**src/rtl/core/i2cw_pkg.sv**
```systemverilog
// Package for the write-only I2C master: item types, config struct,
// bus phase encoding and register reset values. No dependencies.
`timescale 1ns / 1ps

package i2cw_pkg;

  // Configuration register indexes
  typedef enum logic [1:0] {
    CFG_DEV_ADDR    = 2'd0,
    CFG_ACK_TIMEOUT = 2'd1,
    CFG_TICKS_UNIT  = 2'd2
  } cfg_idx_e;

  // Register reset values
  localparam logic [7:0] DevAddrReset    = 8'h78;
  localparam logic [7:0] AckTimeoutReset = 8'd250;
  localparam logic [7:0] TicksUnitReset  = 8'd1;

  // Bus phases, one-hot
  typedef enum logic [10:0] {
    PH_IDLE      = 11'b000_0000_0001,
    PH_START_A   = 11'b000_0000_0010,
    PH_START_B   = 11'b000_0000_0100,
    PH_BIT_SETUP = 11'b000_0000_1000,
    PH_BIT_HIGH  = 11'b000_0001_0000,
    PH_BIT_LOW   = 11'b000_0010_0000,
    PH_ACK_REL   = 11'b000_0100_0000,
    PH_ACK_HIGH  = 11'b000_1000_0000,
    PH_ACK_WAIT  = 11'b001_0000_0000,
    PH_STOP_A    = 11'b010_0000_0000,
    PH_STOP_B    = 11'b100_0000_0000
  } phase_e;

  typedef struct packed {
    logic       mode;
    logic       sda_in;
    logic [7:0] control_byte;
    logic [7:0] data_byte;
  } item_t;

  typedef struct packed {
    logic scl_level;
    logic sda_level;
    logic sda_drive;
    logic busy_res;
    logic finished;
    logic ack_missing;
  } result_t;

  typedef struct packed {
    logic [7:0] device_address_byte;
    logic [7:0] ack_timeout;
    logic [7:0] ticks_per_unit;
  } cfg_t;

endpackage

```
**src/rtl/core/i2cw_in_stage.sv**
```systemverilog
// Input register of the I2C write master: holds one accepted item.
// Depends on i2cw_pkg.
`timescale 1ns / 1ps

module i2cw_in_stage import i2cw_pkg::*; (
  input  logic  clk_i,
  input  logic  rst_ni,
  input  logic  in_valid_i,
  output logic  in_stall_o,
  input  item_t in_item_i,
  input  logic  fire_i,
  output logic  item_valid_o,
  output item_t item_o
);

  logic  valid_q, valid_d;
  item_t item_q;
  logic  load;

  // Take a new item when empty or when the held one moves on this cycle
  assign in_stall_o = valid_q && !fire_i;
  assign load       = in_valid_i && !in_stall_o;

  always_comb begin
    valid_d = valid_q;
    if (load) begin
      valid_d = 1'b1;
    end else if (fire_i) begin
      valid_d = 1'b0;
    end
  end

  always_ff @(posedge clk_i or negedge rst_ni) begin
    if (!rst_ni) begin
      valid_q <= 1'b0;
    end else begin
      valid_q <= valid_d;
    end
  end

  always_ff @(posedge clk_i) begin
    if (load) begin
      item_q <= in_item_i;
    end
  end

  assign item_valid_o = valid_q;
  assign item_o       = item_q;

endmodule

```
**src/rtl/core/i2cw_engine.sv**
```systemverilog
// Bus sequencer of the I2C write master: phase state, bit/byte counters,
// phase timer and ack wait; one item handled per fire. Depends on i2cw_pkg.
`timescale 1ns / 1ps

module i2cw_engine import i2cw_pkg::*; (
  input  logic    clk_i,
  input  logic    rst_ni,
  input  logic    fire_i,
  input  item_t   item_i,
  input  cfg_t    cfg_i,
  output result_t result_o
);

  phase_e     phase_q, phase_d, show_ph;
  logic [1:0] byte_q, byte_d;
  logic [2:0] bit_q, bit_d;
  logic [7:0] shift_q, shift_d;
  logic [7:0] ctrl_q, ctrl_d;
  logic [7:0] data_q, data_d;
  logic [9:0] delay_q, delay_d;
  logic [7:0] wait_q, wait_d;
  logic       err_q, err_d;

  logic [7:0]  unit;
  logic [9:0]  phase_len;
  logic [10:0] delay_inc;
  logic        timer_done;
  logic        idle_now;
  logic        fin, miss;
  logic        bit_val;

  // Phase length in ticks; zero ticks per unit counts as one
  assign unit = (cfg_i.ticks_per_unit == 8'd0) ? 8'd1 : cfg_i.ticks_per_unit;

  always_comb begin
    case (phase_q)
      PH_START_A, PH_START_B, PH_STOP_A, PH_STOP_B: phase_len = {unit, 2'b00};
      PH_BIT_SETUP, PH_BIT_HIGH, PH_BIT_LOW:        phase_len = {1'b0, unit, 1'b0};
      PH_ACK_REL, PH_ACK_HIGH:                      phase_len = {2'b00, unit};
      default:                                      phase_len = 10'd0;
    endcase
  end

  assign delay_inc  = {1'b0, delay_q} + 11'd1;
  assign timer_done = delay_inc >= {1'b0, phase_len};

  // Any code outside the busy phases behaves as idle
  assign idle_now = !(phase_q inside {PH_START_A, PH_START_B, PH_BIT_SETUP, PH_BIT_HIGH,
                                      PH_BIT_LOW, PH_ACK_REL, PH_ACK_HIGH, PH_ACK_WAIT,
                                      PH_STOP_A, PH_STOP_B});

  // Next state
  always_comb begin
    phase_d = phase_q;
    byte_d  = byte_q;
    bit_d   = bit_q;
    shift_d = shift_q;
    ctrl_d  = ctrl_q;
    data_d  = data_q;
    delay_d = delay_q;
    wait_d  = wait_q;
    err_d   = err_q;
    fin     = 1'b0;
    miss    = 1'b0;
    show_ph = phase_q;

    if (item_i.mode) begin
      // Request: start only from idle, otherwise ignored
      if (idle_now) begin
        ctrl_d  = item_i.control_byte;
        data_d  = item_i.data_byte;
        shift_d = cfg_i.device_address_byte;
        byte_d  = 2'd0;
        bit_d   = 3'd0;
        err_d   = 1'b0;
        phase_d = PH_START_A;
        delay_d = 10'd0;
        wait_d  = 8'd0;
        show_ph = PH_START_A;
      end
    end else begin
      case (phase_q)
        PH_IDLE: begin
        end
        PH_ACK_WAIT: begin
          if (!item_i.sda_in) begin
            delay_d = 10'd0;
            wait_d  = 8'd0;
            if (byte_q < 2'd2) begin
              byte_d  = byte_q + 2'd1;
              shift_d = (byte_q == 2'd0) ? ctrl_q : data_q;
              bit_d   = 3'd0;
              phase_d = PH_BIT_SETUP;
            end else begin
              phase_d = PH_STOP_A;
            end
          end else if (wait_q >= cfg_i.ack_timeout) begin
            err_d   = 1'b1;
            phase_d = PH_STOP_A;
            delay_d = 10'd0;
            wait_d  = 8'd0;
          end else begin
            wait_d = wait_q + 8'd1;
          end
        end
        PH_START_A, PH_START_B, PH_BIT_SETUP, PH_BIT_HIGH, PH_BIT_LOW,
        PH_ACK_REL, PH_ACK_HIGH, PH_STOP_A, PH_STOP_B: begin
          if (timer_done) begin
            delay_d = 10'd0;
            wait_d  = 8'd0;
            case (phase_q)
              PH_START_A:   phase_d = PH_START_B;
              PH_START_B:   phase_d = PH_BIT_SETUP;
              PH_BIT_SETUP: phase_d = PH_BIT_HIGH;
              PH_BIT_HIGH:  phase_d = PH_BIT_LOW;
              PH_BIT_LOW: begin
                shift_d = {shift_q[6:0], 1'b0};
                if (bit_q == 3'd7) begin
                  bit_d   = 3'd0;
                  phase_d = PH_ACK_REL;
                end else begin
                  bit_d   = bit_q + 3'd1;
                  phase_d = PH_BIT_SETUP;
                end
              end
              PH_ACK_REL:   phase_d = PH_ACK_HIGH;
              PH_ACK_HIGH:  phase_d = PH_ACK_WAIT;
              PH_STOP_A:    phase_d = PH_STOP_B;
              PH_STOP_B: begin
                fin     = 1'b1;
                miss    = err_q;
                phase_d = PH_IDLE;
              end
              default:      phase_d = PH_IDLE;
            endcase
          end else begin
            delay_d = delay_inc[9:0];
          end
        end
        default: begin
          phase_d = PH_IDLE;
        end
      endcase
    end
  end

  // Bus levels of the shown phase
  assign bit_val = shift_q[7];

  always_comb begin
    result_o.scl_level   = 1'b1;
    result_o.sda_level   = 1'b1;
    result_o.sda_drive   = 1'b1;
    result_o.busy_res    = 1'b1;
    result_o.finished    = fin;
    result_o.ack_missing = miss;
    case (show_ph)
      PH_START_A: begin
      end
      PH_START_B: result_o.sda_level = 1'b0;
      PH_BIT_SETUP, PH_BIT_LOW: begin
        result_o.scl_level = 1'b0;
        result_o.sda_level = bit_val;
      end
      PH_BIT_HIGH: result_o.sda_level = bit_val;
      PH_ACK_REL: begin
        result_o.scl_level = 1'b0;
        result_o.sda_drive = 1'b0;
      end
      PH_ACK_HIGH, PH_ACK_WAIT: result_o.sda_drive = 1'b0;
      PH_STOP_A: begin
        result_o.scl_level = 1'b0;
        result_o.sda_level = 1'b0;
      end
      PH_STOP_B: begin
      end
      default: result_o.busy_res = 1'b0;
    endcase
  end

  always_ff @(posedge clk_i or negedge rst_ni) begin
    if (!rst_ni) begin
      phase_q <= PH_IDLE;
      byte_q  <= 2'd0;
      bit_q   <= 3'd0;
      shift_q <= 8'd0;
      ctrl_q  <= 8'd0;
      data_q  <= 8'd0;
      delay_q <= 10'd0;
      wait_q  <= 8'd0;
      err_q   <= 1'b0;
    end else if (fire_i) begin
      phase_q <= phase_d;
      byte_q  <= byte_d;
      bit_q   <= bit_d;
      shift_q <= shift_d;
      ctrl_q  <= ctrl_d;
      data_q  <= data_d;
      delay_q <= delay_d;
      wait_q  <= wait_d;
      err_q   <= err_d;
    end
  end

endmodule

```
**src/rtl/core/i2cw_out_stage.sv**
```systemverilog
// Result register of the I2C write master: holds one result item until
// the consumer takes it. Depends on i2cw_pkg.
`timescale 1ns / 1ps

module i2cw_out_stage import i2cw_pkg::*; (
  input  logic    clk_i,
  input  logic    rst_ni,
  input  logic    fire_i,
  input  result_t result_i,
  output logic    take_o,
  output logic    out_valid_o,
  input  logic    out_stall_i,
  output result_t result_o
);

  logic    valid_q, valid_d;
  result_t res_q;

  // Room for a new result when empty or when the held one leaves now
  assign take_o = !valid_q || !out_stall_i;

  always_comb begin
    valid_d = valid_q;
    if (take_o) begin
      valid_d = fire_i;
    end
  end

  always_ff @(posedge clk_i or negedge rst_ni) begin
    if (!rst_ni) begin
      valid_q <= 1'b0;
    end else begin
      valid_q <= valid_d;
    end
  end

  always_ff @(posedge clk_i) begin
    if (fire_i) begin
      res_q <= result_i;
    end
  end

  assign out_valid_o = valid_q;
  assign result_o    = res_q;

endmodule

```
**src/rtl/core/i2c_write_master.sv**
```systemverilog
// Write-only I2C master, one bus tick or request per item.
// An accepted item is held in the input register; its result is computed from it
// and registered in the result register once that register has room.
// Throughput: 1 item per cycle; the input stalls only while a stalled result
// sits in the result register and an item already waits in the input register.
// Reset (rst_ni low, async): bus idle, pipeline empty, registers at defaults.
`timescale 1ns / 1ps

module i2c_write_master import i2cw_pkg::*; (
  input  logic       clk_i,
  input  logic       rst_ni,
  // item input
  input  logic       in_valid_i,
  output logic       in_stall_o,
  input  logic       mode_i,
  input  logic       sda_in_i,
  input  logic [7:0] control_byte_i,
  input  logic [7:0] data_byte_i,
  // result output
  output logic       out_valid_o,
  input  logic       out_stall_i,
  output logic       scl_level_o,
  output logic       sda_level_o,
  output logic       sda_drive_o,
  output logic       busy_res_o,
  output logic       finished_o,
  output logic       ack_missing_o,
  // config write
  input  logic       cfg_valid_i,
  output logic       cfg_ready_o,
  input  logic [1:0] cfg_index_i,
  input  logic [7:0] cfg_data_i
);

  cfg_t    cfg_q;
  item_t   in_item, item;
  logic    item_valid;
  logic    take, fire;
  result_t res_comb, res_out;

  // Config registers, always writable
  assign cfg_ready_o = 1'b1;

  always_ff @(posedge clk_i or negedge rst_ni) begin
    if (!rst_ni) begin
      cfg_q.device_address_byte <= DevAddrReset;
      cfg_q.ack_timeout         <= AckTimeoutReset;
      cfg_q.ticks_per_unit      <= TicksUnitReset;
    end else if (cfg_valid_i && cfg_ready_o) begin
      case (cfg_index_i)
        CFG_DEV_ADDR:    cfg_q.device_address_byte <= cfg_data_i;
        CFG_ACK_TIMEOUT: cfg_q.ack_timeout         <= cfg_data_i;
        CFG_TICKS_UNIT:  cfg_q.ticks_per_unit      <= cfg_data_i;
        default: begin
        end
      endcase
    end
  end

  assign in_item.mode         = mode_i;
  assign in_item.sda_in       = sda_in_i;
  assign in_item.control_byte = control_byte_i;
  assign in_item.data_byte    = data_byte_i;

  // Held item is processed when the result register has room
  assign fire = item_valid && take;

  i2cw_in_stage u_in (
    .clk_i        (clk_i),
    .rst_ni       (rst_ni),
    .in_valid_i   (in_valid_i),
    .in_stall_o   (in_stall_o),
    .in_item_i    (in_item),
    .fire_i       (fire),
    .item_valid_o (item_valid),
    .item_o       (item)
  );

  i2cw_engine u_engine (
    .clk_i    (clk_i),
    .rst_ni   (rst_ni),
    .fire_i   (fire),
    .item_i   (item),
    .cfg_i    (cfg_q),
    .result_o (res_comb)
  );

  i2cw_out_stage u_out (
    .clk_i       (clk_i),
    .rst_ni      (rst_ni),
    .fire_i      (fire),
    .result_i    (res_comb),
    .take_o      (take),
    .out_valid_o (out_valid_o),
    .out_stall_i (out_stall_i),
    .result_o    (res_out)
  );

  assign scl_level_o   = res_out.scl_level;
  assign sda_level_o   = res_out.sda_level;
  assign sda_drive_o   = res_out.sda_drive;
  assign busy_res_o    = res_out.busy_res;
  assign finished_o    = res_out.finished;
  assign ack_missing_o = res_out.ack_missing;

  // A finishing result is still flagged busy
  a_fin_busy: assert property (@(posedge clk_i) disable iff (!rst_ni)
    out_valid_o && finished_o |-> busy_res_o)
    else $error("finished result without busy");

  // Missing ack is reported only on the finishing result
  a_miss_fin: assert property (@(posedge clk_i) disable iff (!rst_ni)
    out_valid_o && ack_missing_o |-> finished_o)
    else $error("ack_missing outside finished result");

  // Released SDA always reads as level high
  a_release_high: assert property (@(posedge clk_i) disable iff (!rst_ni)
    out_valid_o && !sda_drive_o |-> sda_level_o)
    else $error("released SDA with low level");

  // Input is only held off while an item waits in the input register
  a_stall_full: assert property (@(posedge clk_i) disable iff (!rst_ni)
    in_stall_o |-> item_valid && !fire)
    else $error("input stalled with empty input register");

endmodule
```
**config.mk**
```make
export PLATFORM = sky130hd
export DESIGN_NAME = i2c_write_master
export DESIGN_NICKNAME = d
export VERILOG_FILES = /design/src/rtl/core/i2cw_pkg.sv /design/src/rtl/core/i2cw_in_stage.sv /design/src/rtl/core/i2cw_engine.sv /design/src/rtl/core/i2cw_out_stage.sv /design/src/rtl/core/i2c_write_master.sv
export SDC_FILE = /design/constraint.sdc
export NUM_CORES = 1
export LEC_CHECK = 0
export BUFFER_PORTS_ARGS = -buffer_cell sky130_fd_sc_hd__clkbuf_2
export CORE_MARGIN = 2
export CORE_UTILIZATION = 60
export DETAILED_ROUTE_END_ITERATION = 10
export GPL_TIMING_DRIVEN = 0
export PLACE_DENSITY = 0.83
export SYNTH_ARGS = -nofsm -noshare
export SYNTH_HDL_FRONTEND = slang
export SYNTH_SLANG_ARGS = --single-unit
```
**constraint.sdc**
```tcl
create_clock -name clk_i -period 5.1 [get_ports clk_i]
set_clock_uncertainty 0.1 [all_clocks]
set_input_delay 0.255 -clock clk_i [delete_from_list [all_inputs] [get_ports clk_i]]
set_output_delay 0.255 -clock clk_i [all_outputs]
set_load 0.005 [all_outputs]
```
# Word-level counts from Yosys, hierarchy flattened
# Index checks and enable logic that the tools add are counted.
# op_classes
addsub	4
magnitude_cmp	3
n_eq_ne	32
n_mux	57
bitwise_logic	4
n_reduce_logical	39
# op_table
operator	count
$mux W8	13
$pmux W11 S8	1
$mux W11	6
$mux W10	6
$pmux W11 S3	1
$pmux W8 S2	2
$pmux W10 S3	1
$eq A11 B10 Y1 const B	2
$eq A11 B11 Y1 const B	2
$eq A11 B2 Y1 const B	2
$eq A11 B3 Y1 const B	2
$eq A11 B4 Y1 const B	2
$eq A11 B5 Y1 const B	2
$eq A11 B6 Y1 const B	2
$eq A11 B7 Y1 const B	2
$eq A11 B8 Y1 const B	2
$eq A11 B9 Y1 const B	2
$mux W3	7
$pmux W10 S2	1
$reduce_and A4 Y1	3
$reduce_or A3 Y1	4
$reduce_or A4 Y1	3
$add A10 B1 Y11 const B	1
$eq A11 B1 Y1 const B	1
other kinds (35)	69
# word_totals
register_bits	109
in_bits	33
elab_cells	163

# Longest topological paths before layout
# Gate-level depths: netlist of run 1.
# depth
depth_word	8
ltp_mapped	16
mapped_depth_nobuf	13

# By module
# Synthesis of run 1 repeated with hierarchy kept, for this count alone.
# hier_totals
hier_cells	496
hier_area_um2	5686.7
# by_module_without_submodules
module	n_inst	cells_per_inst	area_each_um2
i2cw_engine	1	410	3928.8
i2c_write_master	1	54	943.4
i2cw_in_stage	1	23	598.1
i2cw_out_stage	1	9	216.5

# Worst setup path after synthesis of run 1
# OpenSTA, ideal clock, no wires.
# synth_timing
path_type	reg2reg
startpoint	register u_engine.phase_q[2]
endpoint	register u_engine.phase_q[3]
setup_time_ns	0.067
arrival_ns	3.848
t_required_ns	4.933
slack_ns	1.085
path_stages_with_launch	16
n_path_buf	3
path_cell_list	dfrtp_1 > buf_2 > or4_1 > nor4_1 > and2b_1 > buf_6 > and2_1 > ha_1 > nand2b_1 > a211o_1 > a2111oi_0 > o21ai_1 > o31ai_1 > or4_1 > buf_2 > a22o_1
# synth_between
elab_chain_cells	6
# synth_lines
element	line	rtl
start: declaration	i2cw_engine.sv:14	phase_e phase_q, phase_d, show_ph;
start signal: assignment	i2cw_engine.sv:193	phase_q <= phase_d;
$eq A11 B11 Y1, or another cell as far along	i2cw_engine.sv:36, i2cw_engine.sv:48, i2cw_engine.sv:82	
$reduce_or A4 Y1, or another cell as far along	i2cw_engine.sv:36	case (phase_q)
$pmux W10 S3	i2cw_engine.sv:36	
$ge A11 B10 Y1	i2cw_engine.sv:45	assign timer_done = delay_inc >= {1'b0, phase_len};
$ne A3 B2 Y1 (no line)	--	
$reduce_and A4 Y1 (no line)	--	
# Parallel ways exist; a longest one is shown, timed or not. The select of a mux whose other input is x is not followed.
# A chain may end at the register's enable or synchronous reset.

# Worst setup path after layout of run 1
# layout_timing
startpoint	register u_engine.phase_q[3]
endpoint	register u_engine.phase_q[6]
# The elaborated chain is that of the path after synthesis.

==> impl_metrics.tcl, run 1 <==
set metrics [dict create \
    rsz0062_at_grt "false" \
    drive_above_1_share_pct 20.3 \
    drc 0 \
    synthFlopType "dfrtp_1" \
    antenna_found_initial 0 \
    hp-class "input pin to flip-flop" \
    die_y_um 102 \
    core_um2 9280 \
    power_frac_seq_pct 44.8 \
    critical_path.max_fanout 10 \
    maxSlewHeadroom_pct 24.1 \
    seqCellArea_um2 2860 \
    cp.required_ns 5.30 \
    grt_usage_pct 25.9 \
    finalCriticalPeriod_ns 4.76 \
    yosysUniqueCellTypes 64 \
    die_w_um 102 \
    min_from "out_stall_i" \
    post-cts-setup-buffers 0 \
    insertion_delay_ns 0.37 \
    row_count 35 \
    finalSetupTns_ns 0 \
    yosysWarnings 0 \
    synth.yosys.seq_area_share_pct 49.7 \
    power_density_nw_per_um2 408 \
    switching_share_pct 37.5 \
    hold_ws_ns 0.0325 \
    yosysTopAreaCellShare_pct 31.7 \
    multi_input_area_um2 2670 \
    fin_nets 682 \
    worst-r2r-setup-slack_ns 0.34 \
    min_period_over_period_pct 93.3 \
    cts_max_path_buffers 2 \
    hold_depth 3 \
    grt_remaining_overflow 0 \
    critPathLaunch "u_engine.phase_q[3]$_DFFE_PN0P_" \
    r2r-end "u_engine.phase_q[6]$_DFFE_PN0P_" \
    setup_viol 0 \
    cts_tree "yes" \
    netlist_area_um2 5770 \
    intPower_mw 1.67 \
    vias 4609 \
    worstReg2RegStart "u_engine.phase_q[3]$_DFFE_PN0P_" \
    p_sw_mw 1.00 \
    syn_to_final_growth_pct 13.7 \
    ys_ff_latch 109 \
    grt_max_degree 53 \
    place_congestion 0.930 \
    syn-num-nets 610 \
    synth.top_cells.by_area "dfrtp_1, edfxtp_1, mux2_2, dfstp_2, ha_1" \
    combPwrFrac_pct 36.0 \
    slew_violations 0 \
    grt_pass1_vias 4478 \
    drtPass1Iterations 5 \
    r2r_cells 15 \
    holdPathEnd "u_out.out_valid_o$_DFFE_PN0P_" \
    cts_buffers 9 \
    routed_wl_um 12800 \
    htree_levels 3 \
    dpl.hpwl_um 9100 \
    critPathLaunchType "flip-flop" \
    clock_power_share_pct 19.2 \
    cp-end-kind "flip-flop" \
    yosysTopAreaCell "dfrtp_1" \
    max_clock_freq_mhz 210 \
    drt_iter0_drc 268 \
    ant_nets 0 \
    fill_cells 681 \
    avgRoutedWirePerCell_um 16.8 \
    synth_edf_count 24 \
    vias_per_cell 6.06 \
    p_leak_nw 2.88 \
    dieArea_um2 10400 \
    cts-root-buf "clkbuf_8" \
    status "finished, final reports clean" \
    clkTransAtPathRegs_ns 0.10 \
    async_reset_ff_share_pct 78.0 \
    start_util_pct 62.1 \
    antennaDiodeCount 0 \
    final_hold_viol_count 0 \
    tightestPinTransition_ns 1.14 \
    arrival_ns 4.96 \
    utilization_pct 70.6 \
    pin_count 42 \
    syn_inst 554 \
    grt_pass1_wl_um 21100 \
    cts.sinks 109 \
    worst_ir_drop_vdd_uv 242 \
    path_class "flip-flop to flip-flop" \
    avgSynthCellArea_um2 10.4 \
    port_buffers 40 \
    max_cap_violations 0 \
    synth_top_cells_by_count "dfrtp_1, nand2_1, nor2_1, mux2_2, o21ai_0" \
]
==> placed cells by master (no fill, tap or decap), types with 4 or more instances in the layout <==
cell           count
mux2i_1            4
dlygate4sd3_1     20
xor2_1             5
or4_1              4
edfxtp_1          24
buf_6              4
nand2b_1          15
a211oi_1           9
clkbuf_1          14
mux2_2            30
inv_1             24
o31ai_1           18
nand3_1           17
buf_2              7
or3_1              5
xnor2_1            5
ha_1              23
o211ai_1           7
o2bb2ai_1          4
a22o_1             7
nand3b_1           5
o21ai_0           26
nor3_1            16
nor2b_1            7
nor2_1            32
dfrtp_1           73
nand2_1           73
a31oi_1            9
nor4_1            11
clkbuf_2          39
a21oi_1           11
dfstp_2           12
and3_1             5
clkbuf_8           9
==> routing by layer <==
metal | track usage (%) | part of all wire (%) | vias to the layer above
met5 | 0 | 0 | -
met4 | 7.38 | 2.0 | 0
met3 | 4.99 | 5.4 | 32
met2 | 44.9 | 50 | 156
met1 | 33.2 | 42 | 2263
li1 | - | - | 2158
==> worst max path at each step <==
stage / slack [ns] / to
final: 0.34 / u_engine.phase_q[6]$_DFFE_PN0P_
after global routing: 0.06 / u_engine.phase_q[6]$_DFFE_PN0P_
after CTS: 0.31 / u_engine.delay_q[8]$_DFFE_PN0P_
after detailed placement: 0.35 / u_engine.delay_q[7]$_DFFE_PN0P_
after global placement: 0.40 / u_engine.delay_q[8]$_DFFE_PN0P_
after floorplan: 1.09 / u_engine.phase_q[3]$_DFFE_PN0P_
==> layout make-up <==
| cell class | count | share of cell area (%) |
|---|---|---|
| plain buffers | 27 | 2.25 |
| well taps | 129 | 2.46 |
| clock buffers | 9 | 1.89 |
| inverters | 24 | 1.37 |
| multi-input cells | 394 | 40.7 |
| repair buffers | 61 | 6.56 |
| flip-flops and latches | 109 | 43.7 |
| clock inverters | 7 | 1.09 |
==> timing repair <==
action	in CTS	in global routing
resized for setup	0	1
setup endpoints to repair	0	7
hold endpoints to repair	51	0
hold buffers	20	0
==> kinds of logic after synthesis <==
| kind of cell | after synthesis | share of synthesized area [%] |
|---|---|---|
| and+or+nand+nor | 209 | 18.1 |
| other | 1 | 0.0650 |
| buffers and inverters | 51 | 4.12 |
| muxes | 36 | 7.07 |
| DFF | 109 | 49.7 |
| xor gates and xnor gates | 10 | 1.52 |
| AOI/OAI and AO/OA | 115 | 14.5 |
| adders and majority gates | 23 | 4.99 |
==> power groups by stage <==
| stage | Combinational, mW | Sequential, mW | Clock [mW] |
|---|---|---|---|
| after global routing | 1.06 | 1.22 | 0.552 |
| final | 0.964 | 1.20 | 0.515 |
| after global placement | 0.883 | 1.21 | 0 |
| after detailed placement | 0.932 | 1.22 | 0 |
| after floorplan | 0.713 | 1.18 | 0 |
| after CTS | 0.950 | 1.20 | 0.521 |
==> state kept, by name, indices dropped and copies added, names as in the netlist <==
| signal | cells |
|---|---|
| cfg_q | 24 |
| u_engine.bit_q | 3 |
| u_engine.byte_q | 2 |
| u_in.item_valid_o | 1 |
| u_engine.ctrl_q | 8 |
| u_engine.delay_q | 10 |
| u_out.out_valid_o | 1 |
| u_engine.data_q | 8 |
| u_engine.shift_q | 8 |
| u_out.result_o | 6 |
| u_in.item_o | 18 |
| u_engine.wait_q | 8 |
| u_engine.phase_q | 11 |
| u_engine.err_q | 1 |
==> metrics by stage <==
step                instances  setup WS, ns  power (mW)  cell area, µm²
floorplan                 554          1.09        1.89            5770
global placement          723         0.400        2.09            6130
detailed placement        724         0.354        2.15            6160
CTS                       760         0.312        2.67            6550
global route              760        0.0635        2.84            6560
finish                    760         0.340        2.68            6560
==> worst max-delay path: stages, from the launching register on <==
cell,delay (ns)
dfrtp_1,0.37
buf_2,0.17
or4_1,0.56
nor4_1,0.40
and2b_1,0.26
buf_6,0.16
and2_1,0.13
ha_1,0.21
nand2b_1,0.14
a211o_1,0.31
a2111oi_0,0.56
o21ai_1,0.34
o31ai_1,0.43
or4_1,0.17
buf_2,0.22
a22o_1,0.16
Power figures use the tool's default switching activity.
==> run 2, diff against run 1 <==
--- a/config.mk
+++ b/config.mk
@@ -10,7 +10,7 @@
 export CORE_UTILIZATION = 60
 export DETAILED_ROUTE_END_ITERATION = 10
 export GPL_TIMING_DRIVEN = 0
-export PLACE_DENSITY = 0.83
+export PLACE_DENSITY_LB_ADDON = 0.08
 export SYNTH_ARGS = -nofsm -noshare
 export SYNTH_HDL_FRONTEND = slang
 export SYNTH_SLANG_ARGS = --single-unit
==> run 2 against run 1 <==
Effect of this change: non-clock buffer count grew 1; utilization grew 0.24 points; via count shrank 1.1%; die area is the same; count of clock-buffer cells in the layout is the same; worst hold slack lost 0.0059 ns; first-iteration DRC count grew 9.7%; sequential cell count is the same; total power grew 1.1%.
==> impl_metrics.tcl, run 2 (same netlist as run 1, synthesis figures left out) <==
set metrics [dict create \
    largest_register_ffs 24 \
    cp-end-kind "flip-flop" \
    p_sw_mw 1.02 \
    max_clock_freq_mhz 212 \
    intPower_mw 1.68 \
    vias_per_cell 5.99 \
    insertion_delay_ns 0.40 \
    die_w_um 102 \
    switching_share_pct 37.7 \
    min_period_over_period_pct 92.4 \
    ant_nets 0 \
    start_util_pct 62.1 \
    cts.sinks 109 \
    arrival_ns 4.91 \
    crit_family "simple AND/OR/NAND/NOR gates" \
    regMostFlops "cfg_q" \
    power_frac_seq_pct 44.4 \
    critical_path.max_fanout 10 \
    seqCellArea_um2 2860 \
    cts_max_path_buffers 2 \
    place_congestion 0.911 \
    clock_power_share_pct 19.1 \
    htree_levels 3 \
    slowest_stage "or4_1" \
    p_leak_nw 2.89 \
    finalSetupTns_ns 0 \
    avgRoutedWirePerCell_um 16.6 \
    cts_buffers 9 \
    cts-root-buf "clkbuf_8" \
    drive_above_1_share_pct 20.6 \
    grt_usage_pct 26.1 \
    drt_iter0_drc 294 \
    finalCriticalPeriod_ns 4.71 \
    routed_wl_um 12600 \
    antenna_found_initial 0 \
    grt_remaining_overflow 0 \
    syn_to_final_growth_pct 14.1 \
    max_cap_violations 0 \
    setup_viol 0 \
    post-cts-setup-buffers 0 \
    vias 4558 \
    grt_pass1_vias 4400 \
    hp-class "input pin to flip-flop" \
    cts_tree "yes" \
    maxSlewHeadroom_pct 20.5 \
    grt_pass1_wl_um 21100 \
    path_class "flip-flop to flip-flop" \
    drtPass1Iterations 5 \
    dieArea_um2 10400 \
    power_density_nw_per_um2 411 \
    slew_violations 0 \
    pin_count 42 \
    worst_ir_drop_vdd_uv 345 \
    tightestPinTransition_ns 1.19 \
    die_y_um 102 \
    path_buf_inv 3 \
    cp_cell_sequence "buf_2 > or4_1 > nor4_1 > and2b_1 > buf_6 > and2_1 > ha_1 > nand2b_1 > a211o_1 > a2111oi_2 > o21ai_1 > o31ai_1 > or4_1 > buf_2 > o2bb2ai_1" \
    multi_input_area_um2 2680 \
    final_hold_viol_count 0 \
    drc 0 \
    fin_nets 683 \
    antennaDiodeCount 0 \
    finalPower_mw 2.71 \
    grt_max_degree 57 \
    critPathLaunchType "flip-flop" \
    core_um2 9280 \
    max_stage_delay_ns 0.56 \
    fill_cells 715 \
    port_buffers 40 \
    status "finished, final reports clean" \
    cp.required_ns 5.30 \
    rsz0062_at_grt "false" \
    final_cell_mix "nand2_1, dfrtp_1, clkbuf_2, nor2_1, mux2_2" \
    combPwrFrac_pct 36.5 \
    clkTransAtPathRegs_ns 0.12 \
    dpl.hpwl_um 9040 \
    row_count 35 \
]
run 2: changes by cell type in the layout (fill, tap and decap cells not counted), sizes merged:
cell	delta
clkinvlp	-1
inv	+2
clkinv	-1
dlygate4sd3	+1
run 2: timing repair:
action	4_1_cts	5_1_grt
endpoints found under the hold margin	48	0
gates resized for setup	0	4
endpoints found under the setup margin	0	25
hold buffers	21	0
run 2: final timing paths:
| check | slack [ns] | to | cells after the start | from |
|---|---|---|---|---|
| worst max-delay path | 0.39 | u_engine.phase_q[4]$_DFFE_PN0P_ | 15 | u_engine.phase_q[2]$_DFFE_PN0P_ |
| worst min-delay path | 0.03 | cfg_q[4]$_DFFE_PN0P_ | 2 | cfg_data_i[4] |
| worst max register to register | 0.39 | u_engine.phase_q[4]$_DFFE_PN0P_ | 15 | u_engine.phase_q[2]$_DFFE_PN0P_ |
| worst min register to register | 0.35 | u_engine.data_q[0]$_DFFE_PN0P_ | 2 | u_in.item_o[0]$_DFFE_PP_ |
| max in group asynchronous | 3.96 | cfg_q[9]$_DFFE_PN1P_ | 3 | rst_ni |
| min in group asynchronous | 0.26 | u_engine.phase_q[9]$_DFFE_PN0P_ | 2 | rst_ni |
run 2: worst reg2reg max path, cell delays in order (launching register included):
cell       delay (ns)
dfrtp_1          0.38
buf_2            0.17
or4_1            0.56
nor4_1           0.43
and2b_1          0.25
buf_6            0.15
and2_1           0.13
ha_1             0.22
nand2b_1         0.15
a211o_1          0.31
a2111oi_2        0.45
o21ai_1          0.32
o31ai_1          0.45
or4_1            0.18
buf_2            0.22
o2bb2ai_1        0.14
run 2: power by group through the flow:
stage          Clock [mW]  Sequential, mW  Combinational [mW]
6_report            0.517            1.20               0.988
5_1_grt             0.558            1.23                1.09
4_1_cts             0.529            1.20               0.959
3_5_place_dp            0            1.22               0.937
3_3_place_gp            0            1.21               0.897
2_1_floorplan           0            1.18               0.713
run 2: metal layers:
metal / global-route usage [%] / up-vias / routed length, µm
li1: - / 2171 / -
met1: 34.6 / 2206 / 5450
met2: 43.7 / 151 / 6300
met3: 4.86 / 30 / 634
met4: 8.31 / 0 / 244
met5: 0 / - / 0
run 2: final cells by class:
type | count | area share, %
inverters | 24 | 1.37
flip-flops and latches | 109 | 43.5
multi-input cells | 394 | 40.7
well taps | 129 | 2.45
clock buffers | 9 | 1.88
repair buffers | 62 | 6.69
plain buffers | 27 | 2.24
clock inverters | 7 | 1.14
run 2: per-stage QoR:
| stage | setup WS [ns] | cells | utilization, % | cell area [µm²] | hold WS [ns] |
|---|---|---|---|---|---|
| floorplan | 1.09 | 554 | - | 5770 | -0.141 |
| global placement | 0.358 | 723 | 66.0 | 6130 | 0.319 |
| detailed placement | 0.139 | 724 | 66.3 | 6160 | 0.161 |
| CTS | 0.117 | 761 | 70.7 | 6570 | 0.0198 |
| global route | 0.170 | 761 | 70.9 | 6580 | 0.0149 |
| finish | 0.386 | 761 | 70.9 | 6580 | 0.0266 |
